[src/hw/rtl/rpa_ram.sv]
`timescale 1ns / 1ps
// ---------------------------------------------------------------------------
// rpa_ram
// simple dual-port ram, one write and one registered read per cycle
// ---------------------------------------------------------------------------
module rpa_ram #(
    parameter int WIDTH = 8,
    parameter int DEPTH = 256
) (
    input  logic                     i_clk,
    input  logic                     i_we,
    input  logic [$clog2(DEPTH)-1:0] i_waddr,
    input  logic [WIDTH-1:0]         i_wdata,
    input  logic [$clog2(DEPTH)-1:0] i_raddr,
    output logic [WIDTH-1:0]         o_rdata
);

    logic [WIDTH-1:0] r_mem [DEPTH];
    logic [WIDTH-1:0] r_rdata;

    always_ff @(posedge i_clk) begin
        if (i_we) begin
            r_mem[i_waddr] <= i_wdata;
        end
        r_rdata <= r_mem[i_raddr];
    end

    assign o_rdata = r_rdata;

endmodule

[config.mk]
export PLATFORM = sky130hd
export DESIGN_NAME = rpa_ram
export DESIGN_NICKNAME = d
export VERILOG_FILES = /design/src/hw/rtl/rpa_ram.sv
export SDC_FILE = /design/constraint.sdc
export NUM_CORES = 2
export LEC_CHECK = 0
export BUFFER_PORTS_ARGS = -buffer_cell sky130_fd_sc_hd__buf_2
export CAP_MARGIN = 20
export CORE_MARGIN = 1.5
export CORE_UTILIZATION = 40
export DETAILED_ROUTE_END_ITERATION = 10
export SLEW_MARGIN = 20
export SYNTH_ARGS = -nofsm -noshare
export SYNTH_HDL_FRONTEND = slang
export SYNTH_SLANG_ARGS = --single-unit
[constraint.sdc]
create_clock -name i_clk -period 6.7 [get_ports i_clk]
set_input_delay 1.675 -clock i_clk [delete_from_list [all_inputs] [get_ports i_clk]]
set_output_delay 1.675 -clock i_clk [all_outputs]
set_load 0.02 [all_outputs]
Word level (Yosys, flattened, before mapping)
Memories as Yosys holds them, arrays and structs flattened. A register that Yosys moved wholly into a read port is not among the register bits.
Cells that the tools add are included.
{"block": "totals", "inputBits": 26, "word_cells": 3, "output_inout_bits": 8, "ff_bits": 0, "n_memories": 1, "mem_bits_rw": 2048}
{"block": "op_classes", "muxes": 2}
{"name": "r_mem", "words": 256, "word_bits": 8, "rd": 1, "rd_clocked_by_memory_dff": 1, "wr": 1, "line_no": "18", "text": "logic [WIDTH-1:0] r_mem [DEPTH];"}
{"operator": "$mux 1", "n": 2}

Longest topological paths before layout
{"block": "logic_depth", "depth_word": 2, "mapped_depth": 11, "ltp_nobuf": 6}

Worst setup path before layout
OpenSTA, ideal clock, no wires.
{"block": "synth_path", "kind": "input to register", "startpoint": "in i_raddr[0]", "endpoint": "reg r_rdata[2] (netlist: o_rdata[2]), read port of r_mem", "required_ns": 6.569, "setup_time_ns": 0.131, "path_buffers": 4, "setup_slack_ns": 3.087, "arrival_ns": 3.482, "cell_stages": 9, "cell_sequence": "buf_6 > buf_12 > buf_8 > buf_2 > mux4_2 > a22oi_1 > a21oi_1 > nor4_1 > nor4_2"}
{"element": "from (decl)", "line_no": "14", "text": "input logic [$clog2(DEPTH)-1:0] i_raddr,"}
{"element": "to (decl)", "line_no": "19", "text": "logic [WIDTH-1:0] r_rdata;"}

==> flow_metrics.tcl <==
set metrics [dict create \
    outcome "finished, final reports clean" \
    rrSetupSlack_ps 3670 \
    globalplace.congestion 0.847 \
    reg2regPathDepth 6 \
    num_rows 163 \
    path_depth 8 \
    grt_usage_pct 19.5 \
    cp_data_arrival_time_ps 5120 \
    firstDrtPassIters 6 \
    layout_commonest_cell "edfxtp_1" \
    critPathLaunchType "input port" \
    viasPerCell 5.79 \
    core_um2 197000 \
    cp_num_buf_inv 2 \
    clock.fmax_mhz 226 \
    slowest_delay_ps 790 \
    numPlacedInstances 6264 \
    antenna_found_initial 16 \
    drive_above_1_share_pct 22.1 \
    rsz0062_at_grt "no" \
    crit_type "input port to register" \
    ant_nets 0 \
    cts.repair.resized 0 \
    area_growth_syn_to_layout_pct 12.2 \
    nets 3855 \
    cts.reportedPaths.clkPinSlew_ps 60 \
    drt_first_iter_violations 4757 \
    synth_area_um2 79600 \
    finalSetupViolations 0 \
    tns_ps 0 \
    worst_pin_slew_ps 1230 \
    instances_no_fill 6647 \
    cp_max_fo 71 \
    power_density_nw_per_um2 299 \
    ys_seq_area_share_pct 77.5 \
    netlist_instances 3733 \
    grt_start_max_net_pins 205 \
    syn_area_per_cell_um2 21.3 \
    synth_cell_types 55 \
    crit_path_end "o_rdata[6]" \
    cts_root_buf "clkbuf_16" \
    ir_drop_uv 223 \
    critPathCaptureType "register" \
    cts.sinks 2056 \
    clk_path_buf_depth 3 \
    p_leak_nw 27.2 \
    cp_cell_sequence "buf_8, buf_12, nand3b_1, o221ai_1, a21oi_1, a21oi_1, nor4_2, nor4_2" \
    grt_pass1_wl_um 284000 \
    num_io_pins 34 \
    required_ps 7390 \
    via_count 38500 \
    synth_flop_cell "edfxtp_1" \
    syn_nets 3759 \
    crit_family "simple AND/OR/NAND/NOR gates" \
    hold_buffers 0 \
    dp_hpwl_um 119000 \
    fillers 16600 \
    die_x_um 449 \
    whs_path_depth 6 \
    synth_seq_cells 2056 \
    drc_errors 0 \
    drt-total-wl_um 199000 \
    yosysWarnings 0 \
    cts_setup_buffers 0 \
    slew_violations 0 \
    design.die.area_um2 202000 \
    max_slew_margin_pct 18.0 \
    synth_edf_count 2048 \
    start_util_pct 40.3 \
    cts_tree "built" \
    io_buffers 33 \
    cap_violations 0 \
    routedWlPerCell_um 30.0 \
    layout_min_cycle_time_ps 4430 \
    r2r-end "o_rdata[5]" \
    final_cell_mix "edfxtp_1, mux4_2, nor2_1" \
    period_share_pct 66.1 \
    insertion_delay_ps 840 \
    async_flop_share_pct 0 \
    htree_levels 4 \
    cp_slowest_cell "nor4_2" \
    finalHoldViolCount 0 \
    startpoint "i_raddr[1]" \
    die_h_um 449 \
    grt_pass1_vias 38400 \
    overflow 0 \
    fin_skew_ps 45.5 \
    r2r-start "r_mem[43][5]" \
    cts_buffers 202 \
    hold_class "register to register" \
]
==> registers in the layout, summed over array words and instances, names as in the netlist <==
register and flops:
o_rdata 8, r_mem 2048
==> per-stage QoR <==
stage          power, mW  hold WS [ps]  util (%)  cell area, µm²  setup WS (ps)
4_1_cts             26.8          1030      45.2           89200           2310
6_report            26.7          1030      45.2           89300           2270
3_5_place_dp        15.8          1060      41.9           82700           1410
3_3_place_gp        15.8          1050      41.9           82600           1060
2_1_floorplan       15.2           770         -           79600           3090
5_1_grt             27.4          1090      45.2           89200           2110
==> cell families (layout without fill, tap and decap cells) <==
logic type / count (synthesis) / count (layout) / share of synthesized area [%]
buffers and inverters: 235 / 501 / 1.83
DFF: 2056 / 2056 / 77.5
muxes: 591 / 591 / 14.6
other: 0 / 8 / 0
and+or+nand+nor: 466 / 466 / 2.63
AOI/OAI and AO/OA: 385 / 385 / 3.42
==> worst min-delay path by stage <==
| stage | startpoint | to |
|---|---|---|
| 2_1_floorplan | r_mem[40][3] | o_rdata[3] |
| 3_3_place_gp | r_mem[60][0] | o_rdata[0] |
| 3_5_place_dp | r_mem[60][0] | o_rdata[0] |
| 4_1_cts | r_mem[54][1] | o_rdata[1] |
| 5_1_grt | r_mem[54][1] | o_rdata[1] |
| 6_report | r_mem[54][1] | o_rdata[1] |
==> worst register-to-register path, cell delays in order, from the launching register on <==
cell and delay, ps:
edfxtp_1 380, mux4_2 470, nand2b_1 180, a311oi_1 580, o221ai_1 260, a211oi_1 910, nor4_1 90
==> synth_stat cells, types with 2 or more instances <==
library cell / instances / area [µm²]
o32ai_1: 4 / 35.0
a2111oi_1: 2 / 20.0
nor2b_1: 31 / 194
a2111oi_0: 2 / 17.5
nand2_1: 33 / 124
a21oi_1: 96 / 480
mux2i_1: 134 / 1340
nor4_1: 24 / 150
dfxtp_1: 8 / 160
buf_1: 22 / 82.6
nand3_1: 34 / 170
buf_6: 21 / 236
nor2_1: 282 / 1060
edfxtp_1: 2048 / 61500
buf_8: 13 / 195
and2_1: 6 / 37.5
a221oi_1: 13 / 114
buf_2: 31 / 155
o21ai_0: 10 / 50.1
a311oi_1: 2 / 17.5
a211oi_1: 16 / 120
or2_2: 4 / 25.0
o211ai_1: 10 / 75.1
nand4_1: 10 / 62.6
and3b_1: 2 / 17.5
buf_12: 8 / 160
mux4_1: 2 / 52.6
mux4_2: 454 / 10200
nor3_1: 22 / 110
nand3b_1: 2 / 15.0
a22oi_1: 133 / 998
nand2b_1: 8 / 50.1
nor4_2: 3 / 37.5
a22o_1: 8 / 70.1
o22a_1: 5 / 43.8
a31oi_1: 2 / 12.5
o221ai_1: 46 / 403
clkbuf_1: 111 / 417
o22ai_1: 28 / 175
o21ai_1: 2 / 10.0
buf_4: 27 / 203
==> where the power goes <==
| group | internal (mW) | leakage [nW] | switching (mW) |
|---|---|---|---|
| Sequential | 14.2 | 18.5 | 0.0303 |
| Combinational | 0.424 | 5.50 | 0.847 |
| Clock | 6.28 | 3.18 | 4.92 |
==> per-layer routing <==
metal	vias to the layer above	share of wire, %	global-route usage [%]
li1	15900	-	-
met1	20800	43	28.2
met2	1552	48	30.6
met3	242	7.1	3.37
met4	0	2.3	5.19
met5	-	0	0
==> cell type report <==
class	count	area [µm²]	share of cell area [%]
Clock inverter	123	1270	1.42
Timing Repair Buffer	125	1210	1.35
Antenna cell	8	20.0	0.0224
Tap cell	2640	3300	3.70
Multi-Input combinational cell	1442	16500	18.5
Clock buffer	251	5280	5.91
Sequential cell	2056	61700	69.1
Inverter	2	7.51	0.00841
No activity file was read; power rests on OpenSTA's default activity.
